File: config.mk
export PLATFORM = sky130hd
export DESIGN_NAME = cell_balance_mask_with_crc15
export DESIGN_NICKNAME = d
export VERILOG_FILES = /design/src/cbm_pkg.sv /design/src/cell_balance_mask_with_crc15.sv
export SDC_FILE = /design/constraint.sdc
export NUM_CORES = 1
export LEC_CHECK = 0
export BUFFER_PORTS_ARGS = -buffer_cell sky130_fd_sc_hd__buf_2
export CAP_MARGIN = 15
export CORE_MARGIN = 10
export CORE_UTILIZATION = 53
export CTS_CLUSTER_SIZE = 28
export DETAILED_ROUTE_END_ITERATION = 12
export GPL_ROUTABILITY_DRIVEN = 0
export GPL_TIMING_DRIVEN = 0
export MAX_ROUTING_LAYER = met4
export PLACE_DENSITY = 0.77
export SYNTH_ARGS = -nofsm -noshare
export SYNTH_HDL_FRONTEND = slang
export SYNTH_SLANG_ARGS = --single-unit
File: constraint.sdc
create_clock -name clk -period 5.1 [get_ports clk]
set_input_delay 0.51 -clock clk [delete_from_list [all_inputs] [get_ports clk]]
set_output_delay 0.51 -clock clk [all_outputs]
set_load 0.005 [all_outputs]
File: src/cbm_pkg.sv
// ----------------------------------------------------------------------------
// cbm_pkg
// Types, constants and PEC functions of the cell balancing mask block.
// ----------------------------------------------------------------------------
package cbm_pkg;

  localparam int MaskW = 12;
  localparam int VoltW = 16;
  localparam int DiffW = 8;
  localparam int CfgIdxW = 3;
  localparam int CfgDataW = 16;

  typedef logic [VoltW-1:0] volt_t;
  typedef logic [MaskW-1:0] mask_t;
  typedef logic [15:0] pec_t;

  // Configuration register indexes.
  typedef enum logic [CfgIdxW-1:0] {
    REG_LOW_VOLTAGE_LIMIT     = 3'd0,
    REG_BALANCE_VOLTAGE_LIMIT = 3'd1,
    REG_ALLOWED_DIFFERENCE    = 3'd2,
    REG_TEMPERATURE_LIMIT     = 3'd3
  } cfg_reg_t;

  localparam volt_t LOW_VOLTAGE_RESET = 16'd3000;
  localparam volt_t BALANCE_VOLTAGE_RESET = 16'd4150;
  localparam logic [DiffW-1:0] ALLOWED_DIFFERENCE_RESET = 8'd10;
  localparam volt_t TEMPERATURE_RESET = 16'd60;

  localparam pec_t PEC_POLY = 16'h4599;
  localparam pec_t PEC_SEED = 16'd16;
  localparam logic [7:0] PEC_CMD_BYTE = 8'hF8;

  // One byte-wise CRC15 table entry.
  function automatic pec_t pec_entry(input logic [7:0] idx);
    pec_t r;
    r = {1'b0, idx, 7'b0};
    for (int k = 0; k < 8; k++) begin
      if (r[14]) begin
        r = {r[14:0], 1'b0} ^ PEC_POLY;
      end else begin
        r = {r[14:0], 1'b0};
      end
    end
    return r;
  endfunction

  // Fold one byte into the running remainder.
  function automatic pec_t pec_byte(input pec_t rem, input logic [7:0] data);
    logic [7:0] idx;
    idx = rem[14:7] ^ data;
    return {rem[7:0], 8'h00} ^ pec_entry(idx);
  endfunction

  // Remainder after the command byte and the three zero bytes.
  function automatic pec_t pec_prefix();
    pec_t rem;
    rem = pec_byte(PEC_SEED, PEC_CMD_BYTE);
    rem = pec_byte(rem, 8'h00);
    rem = pec_byte(rem, 8'h00);
    rem = pec_byte(rem, 8'h00);
    return rem;
  endfunction

  localparam pec_t PEC_PREFIX_REM = pec_prefix();

  // Complete PEC word for a mask, already shifted left by one.
  function automatic pec_t pec_of_mask(input mask_t mask);
    pec_t rem;
    rem = pec_byte(PEC_PREFIX_REM, mask[7:0]);
    rem = pec_byte(rem, {4'b0000, mask[11:8]});
    return {rem[14:0], 1'b0};
  endfunction

endpackage

File: src/cell_balance_mask_with_crc15.sv
// ----------------------------------------------------------------------------
// cell_balance_mask_with_crc15
// Builds the cell discharge mask of one pack and its CRC15 packet error code.
// ----------------------------------------------------------------------------
// Cells arrive in order, one per transaction, each with the pack minimum and
// the hottest balancing temperature. The block takes one transaction every
// clock cycle: a cell is captured in an input register, decided and folded
// into the running mask in the next cycle, and after the last of the CELLS
// cells the finished mask and its PEC word are loaded from the input
// register into the result register. The result register separates the
// two sides, so cells keep flowing while a result waits; only the last
// cell of a pack is held back, and only when the previous result is still
// stalled. Configuration registers are written through their own channel,
// which is always ready, and must only be written while the block is idle.
module cell_balance_mask_with_crc15
  import cbm_pkg::*;
#(
  parameter int CELLS = 12
) (
  input  logic                clk,
  input  logic                rst,
  // Cell input channel.
  input  logic                in_valid,
  output logic                in_stall,
  input  logic [VoltW-1:0]    cell_voltage,
  input  logic [VoltW-1:0]    min_cell_voltage,
  input  logic [VoltW-1:0]    hottest_temp,
  // Result channel.
  output logic                out_valid,
  input  logic                out_stall,
  output logic [MaskW-1:0]    discharge_mask,
  output logic [15:0]         pec_word,
  // Configuration write channel.
  input  logic                cfg_valid,
  output logic                cfg_ready,
  input  logic [CfgIdxW-1:0]  cfg_index,
  input  logic [CfgDataW-1:0] cfg_data
);

  // Width of the cell position counter; at least one bit.
  localparam int PosW = (CELLS > 1) ? $clog2(CELLS) : 1;
  localparam logic [PosW-1:0] LastPos = PosW'(CELLS - 1);

  // Configuration registers.
  volt_t            low_voltage_limit;
  volt_t            balance_voltage_limit;
  logic [DiffW-1:0] allowed_difference;
  volt_t            temperature_limit;

  // Input register.
  logic  in_reg_valid;
  volt_t in_cell;
  volt_t in_min;
  volt_t in_temp;

  // Pack state.
  mask_t           mask_so_far;
  logic [PosW-1:0] pos;

  logic  last_cell;
  logic  result_free;
  logic  advance;
  logic  in_take;
  volt_t diff;
  logic  balance;
  mask_t mask_next;

  assign cfg_ready = 1'b1;

  // The configuration channel never stalls; unknown indexes are ignored.
  always_ff @(posedge clk) begin
    if (rst) begin
      low_voltage_limit     <= LOW_VOLTAGE_RESET;
      balance_voltage_limit <= BALANCE_VOLTAGE_RESET;
      allowed_difference    <= ALLOWED_DIFFERENCE_RESET;
      temperature_limit     <= TEMPERATURE_RESET;
    end else if (cfg_valid && cfg_ready) begin
      unique case (cfg_index)
        REG_LOW_VOLTAGE_LIMIT:     low_voltage_limit     <= cfg_data;
        REG_BALANCE_VOLTAGE_LIMIT: balance_voltage_limit <= cfg_data;
        REG_ALLOWED_DIFFERENCE:    allowed_difference    <= cfg_data[DiffW-1:0];
        REG_TEMPERATURE_LIMIT:     temperature_limit     <= cfg_data;
        default: ;
      endcase
    end
  end

  // The last cell of a pack needs room in the result register; every other
  // cell moves on at once.
  assign last_cell   = (pos == LastPos);
  assign result_free = !out_valid || !out_stall;
  assign advance     = in_reg_valid && (!last_cell || result_free);
  assign in_stall    = in_reg_valid && !advance;
  assign in_take     = in_valid && !in_stall;

  // The difference wraps at 16 bits, so a cell below the minimum reads as a
  // large excess.
  assign diff    = in_cell - in_min;
  assign balance = (in_cell > low_voltage_limit) &&
                   (in_temp < temperature_limit) &&
                   ((in_cell > balance_voltage_limit) ||
                    (diff > {{(VoltW-DiffW){1'b0}}, allowed_difference}));
  assign mask_next = mask_so_far | (MaskW'(balance) << pos);

  always_ff @(posedge clk) begin
    if (rst) begin
      in_reg_valid <= 1'b0;
    end else if (in_take) begin
      in_reg_valid <= 1'b1;
    end else if (advance) begin
      in_reg_valid <= 1'b0;
    end
  end

  always_ff @(posedge clk) begin
    if (in_take) begin
      in_cell <= cell_voltage;
      in_min  <= min_cell_voltage;
      in_temp <= hottest_temp;
    end
  end

  // Running mask and position; both restart once a pack is complete.
  always_ff @(posedge clk) begin
    if (rst) begin
      mask_so_far <= '0;
      pos         <= '0;
    end else if (advance) begin
      if (last_cell) begin
        mask_so_far <= '0;
        pos         <= '0;
      end else begin
        mask_so_far <= mask_next;
        pos         <= pos + 1'b1;
      end
    end
  end

  // Result register.
  always_ff @(posedge clk) begin
    if (rst) begin
      out_valid <= 1'b0;
    end else if (advance && last_cell) begin
      out_valid <= 1'b1;
    end else if (!out_stall) begin
      out_valid <= 1'b0;
    end
  end

  always_ff @(posedge clk) begin
    if (advance && last_cell) begin
      discharge_mask <= mask_next;
      pec_word       <= pec_of_mask(mask_next);
    end
  end

`ifndef SYNTHESIS
  // The position never runs past the last cell of a pack.
  a_pos_range: assert property (@(posedge clk) disable iff (rst)
    pos <= LastPos)
    else $error("cell position beyond the last cell");

  // A completed pack leaves the state cleared for the next one.
  a_pack_restart: assert property (@(posedge clk) disable iff (rst)
    advance && last_cell |=> pos == '0 && mask_so_far == '0)
    else $error("pack state not cleared after the last cell");

  // The PEC word shown always belongs to the mask shown with it.
  a_pec_match: assert property (@(posedge clk) disable iff (rst)
    out_valid |-> pec_word == pec_of_mask(discharge_mask))
    else $error("PEC word does not match the discharge mask");

  // The last cell is only held back by a result that cannot leave.
  a_stall_cause: assert property (@(posedge clk) disable iff (rst)
    in_stall |-> in_reg_valid && last_cell && out_valid && out_stall)
    else $error("input stalled without a waiting result");
`endif

endmodule

-- Word-level counts from Yosys, hierarchy flattened
Cells that the tools add are included.
- shift-type cells: 1
- order comparisons: 4
- bitwise operators: 21
- reduce and logical (&&, ||, !) cells: 20
- add/sub/neg operators: 2
- mux-type cells: 38
- eq/ne operators: 5
- operators by type and width (operator ; count):
    2-to-1 mux 15 bit ; 32
    inverter 7 bit ; 16
    > comparator 16 bit ; 2
    > comparator 16 x 8 -> 1 bit ; 1
    less-than comparator 16 bit ; 1
    subtractor 16 bit ; 1
    bitwise XOR 15 bit ; 1
    2-to-1 mux 12 bit ; 1
    bitwise OR 12 bit ; 1
    left shift 1 x 4 -> 12 bit ; 1
    AND reduction 2 bit ; 4
    bitwise XOR 8 x 4 -> 8 bit ; 1
    == test 3 x 2 -> 1 bit (second input constant) ; 2
    logical AND 1 bit ; 6
    inverter 6 bit ; 1
    zero test 1 bit ; 5
    adder 4 x 1 -> 4 bit (second input constant) ; 1
    == test 4 bit (second input constant) ; 1
    2-to-1 mux 1 bit ; 4
    2-to-1 mux 4 bit ; 1
    inverter 4 bit ; 1
    == test 3 x 1 -> 1 bit (second input constant) ; 1
    zero test 3 bit ; 1
    logical OR 1 bit ; 3
    2 further kinds ; 2
- flip-flop bits (word level): 149
- input port bits: 72
- output and inout bits: 31
- logic and storage cells: 104

-- Longest topological paths before layout
- word-level depth: 58
- mapped depth: 22
- depth with buffers taken out: 22

-- Worst setup path before layout
OpenSTA, ideal clock, no wires.
- kind: flip-flop to flip-flop
- from: register in_cell[3]
- to: register pec_word[11], data pin
- clock period less this slack: 5087 ps
- arrival time: 4819 ps
- buffers on the path: 0
- data required time: 4832 ps
- path slack: 13 ps
- cell stages (with the launch flop): 22
- library setup time: 268 ps
- path through: edfxtp_1 -> ha_1 -> a21o_1 -> a21oi_2 -> nand2_1 -> a21o_1 -> a21oi_1 -> xnor2_1 -> ha_1 -> a21oi_1 -> o21ai_0 -> o22ai_1 -> and4b_1 -> and4_4 -> nor3_2 -> a21oi_4 -> inv_2 -> a221oi_2 -> xnor2_1 -> xnor3_2 -> xnor3_2 -> xnor3_1
- elaborated cells on any way between the ends: 61
- classes of those cells: 1 x add/sub; 3 x order compare; 1 x shift; 32 x mux; 21 x bitwise; 3 x reduce/logical
- RTL lines (what ; line ; text):
    start, declared ; cell_balance_mask_with_crc15.sv:52 ; volt_t in_cell;
    start signal, assigned ; cell_balance_mask_with_crc15.sv:117 ; in_cell <= cell_voltage;
    subtractor 16 bit ; cell_balance_mask_with_crc15.sv:98 ; assign diff = in_cell - in_min;
    > comparator 16 x 8 -> 1 bit ; cell_balance_mask_with_crc15.sv:102 ; (diff > {{(VoltW-DiffW){1'b0}}, allowed_difference}));
    logical OR 1 bit ; cell_balance_mask_with_crc15.sv:101 ; ((in_cell > balance_voltage_limit) ||
    logical AND 1 bit * ; cell_balance_mask_with_crc15.sv:100 ; (in_temp < temperature_limit) &&
    left shift 1 x 4 -> 12 bit * ; cell_balance_mask_with_crc15.sv:103 ; assign mask_next = mask_so_far | (MaskW'(balance) << pos);
    bitwise OR 12 bit * ; cell_balance_mask_with_crc15.sv:103 ;
    named net mask_next[5] ; cell_balance_mask_with_crc15.sv:66 ; mask_t mask_next;
    inverter 6 bit (no source line) * ; -- ;
    (+33 left out) ; -- ;
    2-to-1 mux 15 bit or inverter 7 bit (tied branches) ; -- ;
    2-to-1 mux 15 bit (on tied branches) ; cell_balance_mask_with_crc15.sv:151, cbm_pkg.sv:39 ;
    2-to-1 mux 15 bit (on tied branches) ; cbm_pkg.sv:39, cell_balance_mask_with_crc15.sv:151 ;
    2-to-1 mux 15 bit (on tied branches) ; cell_balance_mask_with_crc15.sv:151, cbm_pkg.sv:39 ;
    inverter 7 bit (no source line) or 2-to-1 mux 15 bit (tied branches) ; -- ;
    2-to-1 mux 15 bit ; cbm_pkg.sv:39 ; if (r[14]) begin
    2-to-1 mux 15 bit ; cell_balance_mask_with_crc15.sv:151 ; if (advance && last_cell) begin
    bitwise XOR 15 bit * ; cbm_pkg.sv:52 ; return {rem[7:0], 8'h00} ^ pec_entry(idx);
    end signal, assigned ; cell_balance_mask_with_crc15.sv:153 ; pec_word <= pec_of_mask(mask_next);
    end, declared ; cell_balance_mask_with_crc15.sv:32 ; output logic [15:0] pec_word,
The timed path passes the listed nets; every way through them passes the cells marked *. The select of a mux whose other input is x is not followed.
A chain may end at the register's enable or synchronous reset.

-- Worst setup path after layout
- from: register in_min[3]
- to: register pec_word[8], data pin
- longest elaborated chain between the ends: 48
- elaborated cells on any way between the ends: 58
- classes of those cells: 1 x add/sub; 1 x order compare; 1 x shift; 32 x mux; 21 x bitwise; 2 x reduce/logical
- RTL lines (what ; line ; text):
    start, declared ; cell_balance_mask_with_crc15.sv:53 ; volt_t in_min;
    start signal, assigned ; cell_balance_mask_with_crc15.sv:118 ; in_min <= min_cell_voltage;
    subtractor 16 bit * ; cell_balance_mask_with_crc15.sv:98 ;
    > comparator 16 x 8 -> 1 bit * ; cell_balance_mask_with_crc15.sv:102 ;
    logical OR 1 bit * ; cell_balance_mask_with_crc15.sv:101 ;
    logical AND 1 bit * ; cell_balance_mask_with_crc15.sv:100 ;
    left shift 1 x 4 -> 12 bit * ; cell_balance_mask_with_crc15.sv:103 ;
    bitwise OR 12 bit * ; cell_balance_mask_with_crc15.sv:103 ;
    named net mask_next[5] ; cell_balance_mask_with_crc15.sv:66 ;
    inverter 6 bit (no source line) * ; -- ;
    (+33 left out) ; -- ;
    inverter 7 bit (no source line) ; -- ;
    2-to-1 mux 15 bit * ; cbm_pkg.sv:39 ;
    2-to-1 mux 15 bit * ; cell_balance_mask_with_crc15.sv:151 ;
    2-to-1 mux 15 bit * ; cbm_pkg.sv:39 ;
    2-to-1 mux 15 bit * ; cell_balance_mask_with_crc15.sv:151 ;
    2-to-1 mux 15 bit * ; cbm_pkg.sv:39 ;
    2-to-1 mux 15 bit * ; cell_balance_mask_with_crc15.sv:151 ;
    bitwise XOR 15 bit * ; cbm_pkg.sv:52 ;
Marked as above.

==> impl_metrics.csv <==
group,metric,value,unit
drt,drt_wl_total,19.80,mm
worst_setup_path,path_buf_inv,4,
power_and_ir_drop,clkPwrFrac,40.1,%
cells_and_area,final_common_cell,"nand2_1",
floorplan,num_rows,45,
status,status,"complete, but fails checks",
placement,port_buffers,99,
yosys,syn_avg_cell_area,9.986,sq um
worst_setup_path,crit_arrival,5390,ps
status,violations,"negative setup slack",
timing,min_period,5217,ps
drt,ant_nets,0,
yosys,async_reset_ff_share,0,%
worst_setup_path,cp_max_fo,5,
grt,grtUsageMet2,32.36,%
power_and_ir_drop,p_leak,4.167,nW
yosys,synthCells,808,
yosys,seq_area_frac_synth,46.27,%
worst_setup_path,path_delay_family,"compound AO/OA/AOI/OAI gates",
yosys,syn-num-nets,952,
cells_and_area,antenna_cells,0,
yosys,synth-edff-count,75,
timing,max_clock_freq,191.7,MHz
placement,pre_cts_slack,-882.0,ps
power_and_ir_drop,p_sw,0.7937,mW
cts,cts_buffer_depth,2,
floorplan,design.core.area,15030,sq um
floorplan,die_h,143.4,um
timing,finalMaxSlewViolations,0,
cells_and_area,fin_cells,1170,
cts,path_clk_slew,60,ps
timing,final-hold-violation-count,0,
cells_and_area,layout-drive-gt1-share,23.22,%
floorplan,die_w,143.4,um
timing,maxSlewHeadroom,31.02,%
drt,wl_per_cell,16.92,um
timing,fin_crit_sh,102.3,%
cts,htreeDepth,4,
yosys,ys_types,72,
power_and_ir_drop,pwr-share-seq,42.7,%
grt,grt_pass1_wl,30.30,mm
yosys,synth_ff_type,"edfxtp_1",
power_and_ir_drop,powerDensity,314.0,nW/um^2
min_path,min_path_type,"in -> reg",
floorplan,die_area,20560,sq um
drt,vias_per_cell,5.485,
placement,dp.cells,1096,
cts,cts_hold_buf,0,
drt,first_pass_iters,5,
grt,grt_max_degree,39,
timing,tightest_slew,1034,ps
grt,gr-usage-all-layers,19.19,%
cts,cts_buffers,17,
timing,rsz0062_at_grt,"yes",
cts,worstSkewPairLatency,430,ps
grt,overflow,0,
placement,dp_hpwl,13.89,mm
drt,drtIter0Drc,470,
yosys,yosysWarnings,0,
cts,cts_tree,"built",
yosys,synth-seq-cells,149,
yosys,synth_top_area_share,27.91,%
grt,grt_pass1_vias,6163,
grt,antenna_found_initial,0,
timing,fin_skew,8.393,ps
cells_and_area,area_growth_syn_to_layout,23.62,%
worst_setup_path,slowest_stage,"xnor3_2",
worst_setup_path,path_class,"reg -> reg",
power_and_ir_drop,combPwrFrac,17.2,%
floorplan,io_pins,103,
worst_setup_path,crit_chain,"inv_1 > ha_4 > a21o_1 > a21oi_2 > nand2_2 > a21o_1 > a21oi_2 > xnor2_1 > ha_1 > a21oi_2 > o21ai_1 > o22ai_2 > and4b_1 > and4_4 > nor3_4 > a21oi_4 > inv_2 > a221oi_4 > buf_6 > xnor2_4 > xnor3_2 > xnor3_2 > buf_6 > xnor2_2",
power_and_ir_drop,p_int,2.338,mW
worst_setup_path,cp_common_cell,"a21oi_2",
power_and_ir_drop,ir_drop,0.3235,mV
drt,via_count,6418,
drt,drc,0,
cts,cts_sinks,149,
power_and_ir_drop,switching_share,25.34,%
worst_setup_path,cp-start-kind,"register",
floorplan,start_util,53.67,%
worst_setup_path,critPathRequiredTime,5270,ps
yosys,syn_area,8069,sq um
timing,setup_ws,-116.5,ps
yosys,synth_top_area_cell,"edfxtp_1",
timing,finalSetupTns,-377.9,ps
power_and_ir_drop,total_power,3.132,mW
timing,finalSetupViolations,4,
worst_setup_path,end_kind,"register",
grt,grtUsageMet1,21.92,%
grt,busiest_layer,"met2",
flow_run,drv_cap,0,
cts,cts_root_buffer,"clkbuf_16",
yosys,synth.area.top_cells,"edfxtp_1 28%, dfxtp_1 18%, ha_1 11%",
worst_setup_path,cp_slowest_stage_delay,450,ps
grt,use_met3,4.587,%
cells_and_area,layout.nets,1113,
cells_and_area,final_cell_mix,"107 x nand2_1, 101 x buf_2, 82 x inv_1",
[power by group through the flow]
stage          sequential, mW  combinational, mW  clock [mW]
2_1_floorplan            1.35              0.339           0
3_3_place_gp             1.36              0.443           0
6_report                 1.34              0.540        1.26
3_5_place_dp             1.36              0.456           0
5_1_grt                  1.34              0.599        1.33
4_1_cts                  1.34              0.492        1.27
[Yosys cell counts (all sizes together) (2+ instances only)]
library cell    n
conb            2
nor2           49
or3             2
o211a           4
nor3           14
a31oi           7
a32oi           2
nand2         108
xnor3           7
mux2            2
buf             5
edfxtp         75
o211ai         24
a211oi          4
and2            5
xor2           11
and4b           2
nand4          10
nand2b          4
clkbuf         22
a31o            2
a41o            2
mux2i          10
ha             71
xnor2          39
o31a            2
nor4            2
nand3          14
and3            4
o31ai           2
nor2b           9
o21ai          16
dfxtp          74
a21oi          74
a21o            9
a311oi          2
inv            84
a22o            2
a221oi          3
and4            3
or4             3
o21a            4
[stage by stage]
stage	utilization (%)	instance area (sq um)	hold slack, ps
after detailed placement	58.68	8821	446.3
final	66.35	9975	251.2
after CTS	64.37	9677	239.2
after floorplan	-	8069	436.3
after global routing	66.35	9975	232.0
after global placement	58.54	8800	443.0
[cell families (layout without fill, tap and decap cells)]
logic type | after synthesis | in the layout | synth area share [%]
mux | 12 | 12 | 1.520
buf+inv | 112 | 286 | 5.349
xor+xnor | 58 | 58 | 7.800
compound gates | 171 | 171 | 14.51
fa+ha+maj | 72 | 72 | 11.26
simple gates | 232 | 232 | 13.20
other cells | 2 | 2 | 0.09307
flops | 149 | 149 | 46.27
[path summary, 6_finish.rpt]
kind / from / endpoint / slack, ps / cells after the start
worst min-delay path: hottest_temp[13] / in_temp[13] / 250 / 1
worst max register to register: in_min[3] / pec_word[8] / -120 / 24
worst min register to register: temperature_limit[10] / temperature_limit[10] / 460 / 2
worst max-delay path: in_min[3] / pec_word[8] / -120 / 24
[cell type report]
type	instances	area, sq um
fill	1147	5059
clock inverter	8	97.59
multi-input combinational	547	4135
buffer	27	115.1
clock buffer	24	493.0
inverter	85	319.1
tap	188	235.2
sequential	149	3734
timing repair buffer	142	845.8
[what timing repair did]
item	CTS	global route
pin swaps	18	27
setup buffers	19	24
setup endpoints to repair	12	10
gates resized for setup	22	24
[layer usage]
layer	up-vias	share of wire, %
li1	3167	-
met1	3036	42
met2	181	51
met3	34	5.1
met4	0	2.0
met5	-	0
[sequential cells by signal, summed over array words and instances, names as in the netlist]
name                   cells
pos                        4
in_temp                   16
allowed_difference         8
low_voltage_limit         16
pec_word                  15
discharge_mask            12
in_min                    16
balance_voltage_limit     16
mask_so_far               12
out_valid                  1
temperature_limit         16
in_cell                   16
in_reg_valid               1
Note: power is estimated with default switching activity, not from simulation.
